**config.mk**
```make
export PLATFORM = sky130hd
export DESIGN_NAME = timed_color_phase_fader
export DESIGN_NICKNAME = d
export VERILOG_FILES = /design/src/rtl/tcpf_pkg.sv /design/src/rtl/tcpf_cfg_regs.sv /design/src/rtl/tcpf_datapath.sv /design/src/rtl/tcpf_ctrl.sv /design/src/rtl/timed_color_phase_fader.sv
export SDC_FILE = /design/constraint.sdc
export NUM_CORES = 1
export LEC_CHECK = 0
export BUFFER_PORTS_ARGS = -buffer_cell sky130_fd_sc_hd__buf_2
export CAP_MARGIN = 0
export CORE_MARGIN = 3
export CORE_UTILIZATION = 45
export CTS_CLUSTER_DIAMETER = 80
export DETAILED_ROUTE_END_ITERATION = 12
export HOLD_SLACK_MARGIN = 0.03
export PLACE_DENSITY_LB_ADDON = 0.15
export SKIP_LAST_GASP = 1
export SLEW_MARGIN = 10
export SYNTH_ARGS = -nofsm -noshare
export SYNTH_HDL_FRONTEND = slang
export SYNTH_SLANG_ARGS = --single-unit
```
**constraint.sdc**
```tcl
create_clock -name clk_i -period 23.1 [get_ports clk_i]
set_input_delay 2.31 -clock clk_i [delete_from_list [all_inputs] [get_ports clk_i]]
set_output_delay 2.31 -clock clk_i [all_outputs]
set_load 0.02 [all_outputs]
```
**src/rtl/tcpf_pkg.sv**
```systemverilog
// Shared types, constants and register codes of the timed color phase fader.
package tcpf_pkg;

  // Channel and color geometry
  localparam int unsigned COLOR_BITS    = 8;
  localparam int unsigned NUM_CH        = 3;
  localparam int unsigned COLOR_W       = NUM_CH * COLOR_BITS;
  localparam int unsigned CH_IDX_BITS   = 2;
  localparam logic [CH_IDX_BITS-1:0] CH_LAST = CH_IDX_BITS'(NUM_CH - 1);

  // Register geometry
  localparam int unsigned REG_BITS      = 2 * COLOR_W;
  localparam int unsigned LEN_BITS      = 16;
  localparam int unsigned CFG_IDX_BITS  = 3;
  localparam int unsigned TIME_BITS_DEF = 16;
  localparam int unsigned NUM_PHASES    = 4;
  localparam int unsigned PHASE_BITS    = 2;

  // Register indexes
  localparam logic [CFG_IDX_BITS-1:0] CFG_DAWN       = 3'd0;
  localparam logic [CFG_IDX_BITS-1:0] CFG_DAY        = 3'd1;
  localparam logic [CFG_IDX_BITS-1:0] CFG_DUSK       = 3'd2;
  localparam logic [CFG_IDX_BITS-1:0] CFG_NIGHT      = 3'd3;
  localparam logic [CFG_IDX_BITS-1:0] CFG_PHASE_LEN  = 3'd4;
  localparam logic [CFG_IDX_BITS-1:0] CFG_FADE_LEN   = 3'd5;

  // Input modes
  localparam logic MODE_TICK   = 1'b0;
  localparam logic MODE_SELECT = 1'b1;

  // Register reset values: start color in the upper half, end color in the lower
  localparam logic [REG_BITS-1:0] RESET_DAWN      = 48'hFF0000_FFFF00;
  localparam logic [REG_BITS-1:0] RESET_DAY       = 48'hFFFF00_00FF00;
  localparam logic [REG_BITS-1:0] RESET_DUSK      = 48'h00FF00_0000FF;
  localparam logic [REG_BITS-1:0] RESET_NIGHT     = 48'h0000FF_FF0000;
  localparam logic [LEN_BITS-1:0] RESET_PHASE_LEN = 16'd14;
  localparam logic [LEN_BITS-1:0] RESET_FADE_LEN  = 16'd5;
  localparam logic [COLOR_W-1:0]  RESET_SHOWN     = RESET_DAWN[REG_BITS-1:COLOR_W];

  typedef struct packed {
    logic                  mode;
    logic [PHASE_BITS-1:0] phase_choice;
  } in_word_t;

  typedef struct packed {
    logic [COLOR_BITS-1:0] red;
    logic [COLOR_BITS-1:0] green;
    logic [COLOR_BITS-1:0] blue;
    logic [PHASE_BITS-1:0] active_phase;
    logic                  fading_over;
  } out_word_t;

  typedef struct packed {
    logic [NUM_PHASES-1:0][REG_BITS-1:0] colors;
    logic [LEN_BITS-1:0]                 phase_len;
    logic [LEN_BITS-1:0]                 fade_len;
  } cfg_t;

  // Controller to datapath commands
  typedef struct packed {
    logic                   upd;
    logic                   store_short;
    logic                   mul;
    logic                   add;
    logic                   step;
    logic                   store;
    logic                   emit;
    logic [CH_IDX_BITS-1:0] ch;
  } dp_cmd_t;

  // Datapath to controller status
  typedef struct packed {
    logic short_seg;
  } dp_status_t;

  typedef enum logic [2:0] {
    ST_IDLE,
    ST_SETUP,
    ST_MUL,
    ST_ADD,
    ST_DIV,
    ST_STORE,
    ST_EMIT
  } tcpf_state_e;

endpackage

```
**src/rtl/tcpf_cfg_regs.sv**
```systemverilog
// Configuration register file: phase colors and segment lengths.
module tcpf_cfg_regs import tcpf_pkg::*; (
  input  logic                    clk_i,
  input  logic                    rst_ni,
  input  logic                    cfg_valid_i,
  output logic                    cfg_ready_o,
  input  logic [CFG_IDX_BITS-1:0] cfg_index_i,
  input  logic [REG_BITS-1:0]     cfg_data_i,
  output cfg_t                    cfg_o
);

  cfg_t cfg_q;

  // Always take writes; software must write only while the block is idle, which the block itself does not enforce
  assign cfg_ready_o = 1'b1;
  assign cfg_o       = cfg_q;

  // Write the addressed register, drop writes to unknown indexes
  always_ff @(posedge clk_i or negedge rst_ni) begin
    if (!rst_ni) begin
      cfg_q.colors[0] <= RESET_DAWN;
      cfg_q.colors[1] <= RESET_DAY;
      cfg_q.colors[2] <= RESET_DUSK;
      cfg_q.colors[3] <= RESET_NIGHT;
      cfg_q.phase_len <= RESET_PHASE_LEN;
      cfg_q.fade_len  <= RESET_FADE_LEN;
    end else if (cfg_valid_i && cfg_ready_o) begin
      case (cfg_index_i)
        CFG_DAWN, CFG_DAY, CFG_DUSK, CFG_NIGHT: begin
          cfg_q.colors[cfg_index_i[PHASE_BITS-1:0]] <= cfg_data_i;
        end
        CFG_PHASE_LEN: begin
          cfg_q.phase_len <= cfg_data_i[LEN_BITS-1:0];
        end
        CFG_FADE_LEN: begin
          cfg_q.fade_len <= cfg_data_i[LEN_BITS-1:0];
        end
        default: begin
        end
      endcase
    end
  end

endmodule

```
**src/rtl/tcpf_datapath.sv**
```systemverilog
// Datapath: phase state, blend multipliers, restoring divider and output word.
module tcpf_datapath import tcpf_pkg::*; #(
  parameter int unsigned TIME_BITS = TIME_BITS_DEF
) (
  input  logic       clk_i,
  input  logic       rst_ni,
  input  cfg_t       cfg_i,
  input  in_word_t   in_word_i,
  input  dp_cmd_t    cmd_i,
  output dp_status_t status_o,
  output out_word_t  out_word_o
);

  localparam int unsigned NW = TIME_BITS + COLOR_BITS;
  localparam int unsigned LW = (TIME_BITS > LEN_BITS) ? TIME_BITS : LEN_BITS;
  localparam logic [TIME_BITS-1:0] TIME_MAX = {TIME_BITS{1'b1}};

  // Clamp a programmed length to the elapsed counter range
  function automatic logic [TIME_BITS-1:0] clamp_len(input logic [LEN_BITS-1:0] len);
    logic [LW-1:0] wide;
    wide = LW'(len);
    return (wide > LW'(TIME_MAX)) ? TIME_MAX : wide[TIME_BITS-1:0];
  endfunction

  logic [PHASE_BITS-1:0] phase_q;
  logic                  fade_q;
  logic [TIME_BITS-1:0]  elapsed_q;
  logic [COLOR_W-1:0]    origin_q;
  logic [COLOR_W-1:0]    shown_q;
  logic [NW-1:0]         prod_a_q;
  logic [NW-1:0]         prod_b_q;
  logic [TIME_BITS-1:0]  rem_q;
  logic [COLOR_BITS-1:0] quo_q;
  out_word_t             out_q;

  logic [TIME_BITS-1:0]  dur;
  logic [TIME_BITS-1:0]  el_inc;
  logic [REG_BITS-1:0]   phase_cols;
  logic [COLOR_W-1:0]    ph_start;
  logic [COLOR_W-1:0]    ph_end;
  logic [COLOR_W-1:0]    seg_start;
  logic [COLOR_W-1:0]    seg_end;
  logic [COLOR_BITS-1:0] cs;
  logic [COLOR_BITS-1:0] ce;
  logic [NW-1:0]         numer;
  logic [TIME_BITS:0]    trial;
  logic                  ge;

  // Segment duration and colors of the current phase or transition
  assign dur        = clamp_len(fade_q ? cfg_i.fade_len : cfg_i.phase_len);
  assign el_inc     = (elapsed_q != TIME_MAX) ? elapsed_q + TIME_BITS'(1) : elapsed_q;
  assign phase_cols = cfg_i.colors[phase_q];
  assign ph_start   = phase_cols[REG_BITS-1:COLOR_W];
  assign ph_end     = phase_cols[COLOR_W-1:0];
  assign seg_start  = fade_q ? origin_q : ph_start;
  assign seg_end    = fade_q ? ph_start : ph_end;

  // Endpoints need no division
  assign status_o.short_seg = (elapsed_q == '0) || (elapsed_q >= dur);

  // Channel operands and divider step
  assign cs    = seg_start[cmd_i.ch*COLOR_BITS +: COLOR_BITS];
  assign ce    = seg_end[cmd_i.ch*COLOR_BITS +: COLOR_BITS];
  assign numer = prod_a_q + prod_b_q;
  assign trial = {rem_q, quo_q[COLOR_BITS-1]};
  assign ge    = (trial >= {1'b0, dur});

  // Phase, fade and elapsed state; shown color
  always_ff @(posedge clk_i or negedge rst_ni) begin
    if (!rst_ni) begin
      phase_q   <= '0;
      fade_q    <= 1'b0;
      elapsed_q <= '0;
      origin_q  <= '0;
      shown_q   <= RESET_SHOWN;
    end else begin
      if (cmd_i.upd) begin
        if (in_word_i.mode == MODE_SELECT) begin
          origin_q  <= shown_q;
          phase_q   <= in_word_i.phase_choice;
          fade_q    <= 1'b1;
          elapsed_q <= '0;
        end else if (el_inc > dur) begin
          elapsed_q <= '0;
          if (fade_q) begin
            fade_q <= 1'b0;
          end else begin
            phase_q <= phase_q + PHASE_BITS'(1);
          end
        end else begin
          elapsed_q <= el_inc;
        end
      end
      if (cmd_i.store_short) begin
        shown_q <= (elapsed_q == '0) ? seg_start : seg_end;
      end
      if (cmd_i.store) begin
        shown_q[cmd_i.ch*COLOR_BITS +: COLOR_BITS] <= quo_q;
      end
    end
  end

  // Blend products, numerator load and one quotient bit per step
  always_ff @(posedge clk_i) begin
    if (cmd_i.mul) begin
      prod_a_q <= NW'(ce) * NW'(elapsed_q);
      prod_b_q <= NW'(cs) * NW'(dur - elapsed_q);
    end
    if (cmd_i.add) begin
      rem_q <= numer[NW-1:COLOR_BITS];
      quo_q <= numer[COLOR_BITS-1:0];
    end else if (cmd_i.step) begin
      rem_q <= ge ? trial[TIME_BITS-1:0] - dur : trial[TIME_BITS-1:0];
      quo_q <= {quo_q[COLOR_BITS-2:0], ge};
    end
  end

  // Capture the result word
  always_ff @(posedge clk_i) begin
    if (cmd_i.emit) begin
      out_q.red          <= shown_q[3*COLOR_BITS-1:2*COLOR_BITS];
      out_q.green        <= shown_q[2*COLOR_BITS-1:COLOR_BITS];
      out_q.blue         <= shown_q[COLOR_BITS-1:0];
      out_q.active_phase <= phase_q;
      out_q.fading_over  <= fade_q;
    end
  end

  assign out_word_o = out_q;

endmodule

```
**src/rtl/tcpf_ctrl.sv**
```systemverilog
// Controller: sequences state update, per-channel blend and result handoff.
module tcpf_ctrl import tcpf_pkg::*; (
  input  logic       clk_i,
  input  logic       rst_ni,
  input  logic       in_valid_i,
  output logic       in_stall_o,
  output logic       out_valid_o,
  input  logic       out_stall_i,
  input  dp_status_t status_i,
  output dp_cmd_t    cmd_o
);

  localparam int unsigned STEP_BITS = $clog2(COLOR_BITS);
  localparam logic [STEP_BITS-1:0] STEP_LAST = STEP_BITS'(COLOR_BITS - 1);

  tcpf_state_e            state_q, state_d;
  logic [CH_IDX_BITS-1:0] ch_q, ch_d;
  logic [STEP_BITS-1:0]   step_q, step_d;
  logic                   out_valid_q, out_valid_d;

  assign in_stall_o  = (state_q != ST_IDLE);
  assign out_valid_o = out_valid_q;

  // State, counters and output valid
  always_ff @(posedge clk_i or negedge rst_ni) begin
    if (!rst_ni) begin
      state_q     <= ST_IDLE;
      ch_q        <= '0;
      step_q      <= '0;
      out_valid_q <= 1'b0;
    end else begin
      state_q     <= state_d;
      ch_q        <= ch_d;
      step_q      <= step_d;
      out_valid_q <= out_valid_d;
    end
  end

  // Next state and commands
  always_comb begin
    state_d     = state_q;
    ch_d        = ch_q;
    step_d      = step_q;
    cmd_o       = '0;
    cmd_o.ch    = ch_q;
    out_valid_d = out_valid_q && out_stall_i;
    case (state_q)
      ST_IDLE: begin
        if (in_valid_i) begin
          cmd_o.upd = 1'b1;
          state_d   = ST_SETUP;
        end
      end
      ST_SETUP: begin
        ch_d = '0;
        if (status_i.short_seg) begin
          cmd_o.store_short = 1'b1;
          state_d           = ST_EMIT;
        end else begin
          state_d = ST_MUL;
        end
      end
      ST_MUL: begin
        cmd_o.mul = 1'b1;
        state_d   = ST_ADD;
      end
      ST_ADD: begin
        cmd_o.add = 1'b1;
        step_d    = '0;
        state_d   = ST_DIV;
      end
      ST_DIV: begin
        cmd_o.step = 1'b1;
        step_d     = step_q + STEP_BITS'(1);
        if (step_q == STEP_LAST) begin
          state_d = ST_STORE;
        end
      end
      ST_STORE: begin
        cmd_o.store = 1'b1;
        if (ch_q == CH_LAST) begin
          state_d = ST_EMIT;
        end else begin
          ch_d    = ch_q + CH_IDX_BITS'(1);
          state_d = ST_MUL;
        end
      end
      ST_EMIT: begin
        // Hand off once the output register is free or being drained
        if (!out_valid_q || !out_stall_i) begin
          cmd_o.emit  = 1'b1;
          out_valid_d = 1'b1;
          state_d     = ST_IDLE;
        end
      end
      default: begin
        state_d = ST_IDLE;
      end
    endcase
  end

`ifndef SYNTHESIS
  a_accept_to_setup: assert property (@(posedge clk_i) disable iff (!rst_ni)
    (in_valid_i && !in_stall_o) |=> (state_q == ST_SETUP))
    else $error("accepted word did not start setup");

  a_div_length: assert property (@(posedge clk_i) disable iff (!rst_ni)
    (state_q == ST_DIV && step_q == STEP_LAST) |=> (state_q == ST_STORE))
    else $error("divider ran past its last quotient bit");

  a_emit_slot_free: assert property (@(posedge clk_i) disable iff (!rst_ni)
    cmd_o.emit |-> (!out_valid_q || !out_stall_i))
    else $error("result overwrote a word still waiting");

  a_channel_range: assert property (@(posedge clk_i) disable iff (!rst_ni)
    (state_q == ST_MUL) |-> (ch_q <= CH_LAST))
    else $error("channel counter out of range");
`endif

endmodule

```
**src/rtl/timed_color_phase_fader.sv**
```systemverilog
// Top level of the timed color phase fader.
// Every input word (a tick or a phase select) yields one result word with
// the shown color, the active phase and the transition flag. When the shown
// color is a segment endpoint (first tick of a segment, or at or past its
// length) a word goes from setup straight to the emit state; in the middle
// of a fade the shared restoring divider produces one quotient bit per
// cycle for each of the three channels in turn, each after a multiply and
// a numerator load. A finished result waits in the output register while
// the next word is accepted. The configuration port always shows ready;
// writes to unknown indexes are dropped, and writes should happen only
// while the block is idle.
module timed_color_phase_fader import tcpf_pkg::*; #(
  parameter int unsigned TIME_BITS = TIME_BITS_DEF
) (
  input  logic                    clk_i,
  input  logic                    rst_ni,
  input  logic                    in_valid_i,
  output logic                    in_stall_o,
  input  in_word_t                in_word_i,
  output logic                    out_valid_o,
  input  logic                    out_stall_i,
  output out_word_t               out_word_o,
  input  logic                    cfg_valid_i,
  output logic                    cfg_ready_o,
  input  logic [CFG_IDX_BITS-1:0] cfg_index_i,
  input  logic [REG_BITS-1:0]     cfg_data_i
);

  cfg_t       cfg;
  dp_cmd_t    cmd;
  dp_status_t status;

  tcpf_cfg_regs u_cfg_regs (
    .clk_i       (clk_i),
    .rst_ni      (rst_ni),
    .cfg_valid_i (cfg_valid_i),
    .cfg_ready_o (cfg_ready_o),
    .cfg_index_i (cfg_index_i),
    .cfg_data_i  (cfg_data_i),
    .cfg_o       (cfg)
  );

  tcpf_ctrl u_ctrl (
    .clk_i       (clk_i),
    .rst_ni      (rst_ni),
    .in_valid_i  (in_valid_i),
    .in_stall_o  (in_stall_o),
    .out_valid_o (out_valid_o),
    .out_stall_i (out_stall_i),
    .status_i    (status),
    .cmd_o       (cmd)
  );

  tcpf_datapath #(
    .TIME_BITS (TIME_BITS)
  ) u_datapath (
    .clk_i      (clk_i),
    .rst_ni     (rst_ni),
    .cfg_i      (cfg),
    .in_word_i  (in_word_i),
    .cmd_i      (cmd),
    .status_o   (status),
    .out_word_o (out_word_o)
  );

endmodule
```
==> metrics.md <==
| Metric | Value |
|---|---|
| Hold slack | approximately 500 ps |
| Setup Skew | 29.9 ps |
| Gpl congestion | 0.869 |
| Vias | 20.8k |
| Crit end category | register |
| IO buf count | 87 |
| Final setup violation count | 0 |
| Dpl hpwl | 60.2 mm |
| Seq/Total Area, Yosys | 0.362 |
| Hold Crit Class | register to register |
| Slowest stage delay, CP | between 600 and 700 ps |
| Outcome | finished clean |
| Die Height | roughly 260 microns |
| Ratio of cells with drive above 1 in the final layout | 0.227 |
| Post-Synthesis Cell Area | 29300 sq um |
| Filler instances | ~5.7k |
| First-pass GRT wire length | 126 mm |
| TNS Setup | 0 ps |
| CP max-delay cell | dfrtp_2 |
| CP max FO | 40 |
| Cell area after layout | 32100 sq um |
| CP startpoint kind | register |
| Slew Viols, Final | 0 |
| Worst rel slew slack | 0.227 |
| Post-CTS Setup Repair Bufs | 0 |
| Clk root buf | clkbuf_16 |
| DRT Pass-1 Iters | 6 |
| Clock sink count | 399 |
| Min Tclk post-route | 8650 ps |
| DRC | 0 |
| Post-CTS Resized | 0 |
| Avg WL per Cell | 21.8 microns |
| RSZ-0062 raised after global routing | false |
| Final hold violations | 0 |
| CTS tree | built |
| Starting Density | 0.460 |
| Worst-path clk slew | ~60 ps |
| Flops & latches, synth | 399 |
| Actual slew at the worst max-slew pin | 1160 ps |
| Hold buffer count at cts | 0 |
| Met3 usage | 0.0410 |
| Initial antenna violation count | 5 |
| M2 GR Usage | 0.376 |
| MaxCap Viol Count | 0 |
| Total placed instance area | around 31000 sq um |
| Post-synth ARST share | 0.752 |
| Largest net degree at the start of global routing | 96 |
| CTS H-tree depth | 2 |
| Number of synthesized flops with an enable pin | 99 |
| IO Count | 89 |
| Die Wd | 261 microns |
| Worst-Skew Late Latency | 600 ps |
| CP Data Required Time | 23430 ps |
| Ranking of synthesized cells by area | dfrtp_1 (18%), fa_1 (13%), edfxtp_1 (10%), mux2_2 (9.7%), dfstp_2 (8.3%) |
| Global route hottest layer | met2 |
| Area Overhead vs Synth | 9.62% |
| Global-route usage over all layers | 0.239 |
| Yosys warns | 0 |
| Synth unique cells | 73 |
| Worst EP arrival | roughly 9000 ps |
| Grt ovf | 0 |
| Number of nets in the layout | 3191 |
| Top cell type by total area after synthesis | dfrtp_1 |
| Routed WL | between 80 and 90 mm |
| Site row count | 92 |
| Syn Inst Count | 2730 |
| Most used DFF post-synth | dfrtp_1 |
| Mapped Nets | 3138 |
| Met1 usage | 0.350 |
| CTS buffer count | 46 |
| Critical path class | register to register |
| Yosys top cell area share | 0.177 |
| R2R setup slack | 14450 ps |
| Crit path top cell by count | a21oi_1 |
| Vias/cell | approximately 5.7 |
| Post-Syn Area per Cell | 10.7 sq um |
| ANT nets after route | 0 |
| DR iter-0 viols | 1480 |
| Core area | about 64000 sq um |
| Die area | 68100 sq um |
| CTS Buffer Depth | 3 |
| Number of global-route vias before repair | 21.4k |
| Final period utilization | 0.374 |
| Max Fclk | around 120 MHz |
[cell usage in the layout, fill, tap and decap left out, types with 7 or more instances in the layout]
cell type  synthesis  layout
or2_2             22      22
dfrtp_1          207     204
o21bai_1           7       7
o31ai_1            7       7
o21ai_0           68      68
and2_1            23      23
mux4_2            58      58
mux2_2           251     251
a31oi_1           25      25
buf_4              3      36
ha_1             157     157
nor4_1             7       7
nand4_1           21      21
clkbuf_1          74      15
or2_1             10      10
fa_1             192     192
buf_2             20      86
xor2_1            35      35
dfstp_2           93      93
mux2i_1           61      61
a21o_1            41      41
inv_1            273     273
clkinv_2           0       9
clkbuf_16          0      46
and3_1            29      29
nor2b_1           18      18
a211oi_1          11      11
nand2_1          274     274
a22o_1             9       9
o21a_1            21      21
nand3_1           27      27
o21ai_1           33      32
a21oi_1          112     108
xnor2_1           63      63
nor2_1           215     214
clkbuf_8           0       7
edfxtp_1          99      99
nand2b_1          46      46
nor3_1            27      26
[kinds of logic after synthesis]
| logic type | after synthesis | share of synthesized area |
|---|---|---|
| flip-flops | 399 | 0.362 |
| AND/OR/NAND/NOR | 736 | 0.114 |
| XOR/XNOR | 98 | 0.0293 |
| AO/OA/AOI/OAI | 381 | 0.0811 |
| adder cells (fa/ha/maj) | 349 | 0.198 |
| multiplexers | 370 | 0.162 |
| buffers and inverters | 396 | 0.0528 |
| other | 1 | 0.000128 |
[registers in the layout (all words and copies together), names as in the netlist]
signal                 flops
u_datapath.rem_q          16
u_datapath.fade_q          1
u_datapath.phase_q         2
u_ctrl.state_q             3
u_ctrl.ch_q                2
u_datapath.elapsed_q      16
u_ctrl.out_valid_o         1
u_datapath.prod_b_q       24
u_ctrl.step_q              3
u_datapath.prod_a_q       24
u_datapath.quo_q           8
u_datapath.origin_q       24
u_datapath.shown_q        24
u_datapath.out_word_o     27
u_cfg_regs.cfg_o         224
[final timing paths]
| check | startpoint | to | depth (start not counted) |
|---|---|---|---|
| max | u_datapath.fade_q | u_datapath.prod_b_q[23] | 28 |
| min | u_datapath.shown_q[10] | u_datapath.out_word_o[13] | 0 |
| min in group asynchronous | rst_ni | u_datapath.elapsed_q[13] | 1 |
| max in group asynchronous | rst_ni | u_datapath.origin_q[3] | 3 |
| min reg2reg | u_datapath.shown_q[10] | u_datapath.out_word_o[13] | 0 |
| max reg2reg | u_datapath.fade_q | u_datapath.prod_b_q[23] | 28 |
[synth_stat cells (all sizes together) (24+ instances only)]
library cell	instances
or2	32
nor3	27
inv	275
o21ai	101
and3	29
dfrtp	207
edfxtp	99
buf	44
dfstp	93
clkbuf	74
fa	192
a21o	41
xnor2	63
mux4	58
nand2b	46
and2	24
nand3	27
nand2	274
mux2i	61
ha	157
xor2	35
nor2	215
mux2	251
a31oi	25
a21oi	114
[worst max-delay path, delay by kind of cell (launching register included)]
kind                       cells  cell delay, ps
adders and majority gates      6            2760
muxes                          1             550
DFF                            1             650
buffers and inverters          4             750
and+or+nand+nor                3             590
AOI/OAI and AO/OA             12            2420
xor gates and xnor gates       2             680
[metal layers]
metal | vias to the layer above | part of all wire
li1 | 9427 | -
met1 | 10700 | 0.47
met2 | 599 | 0.45
met3 | 108 | 0.063
met4 | 2 | 0.017
met5 | - | 0.00016
[cell type report]
class	count	area, sq um	area share
multi-input combinational	1935	17200	0.536
timing repair buffer	123	716	0.0223
sequential	399	10600	0.330
inverter	278	1040	0.0325
antenna	4	10.0	0.000312
clock buffer	68	1300	0.0406
clock inverter	18	166	0.00519
tap	846	1060	0.0330
[stage by stage]
stage	setup WS [ps]	util	cells
after floorplan	15310	-	2730
after global placement	14690	0.481	3581
after detailed placement	14500	0.481	3581
after CTS	14440	0.504	3667
after global routing	13870	0.504	3669
final	14450	0.504	3671
Power is left out: the tool's default activity adds up to more than one toggle a clock period on the data nets, which glitch-free logic cannot reach.
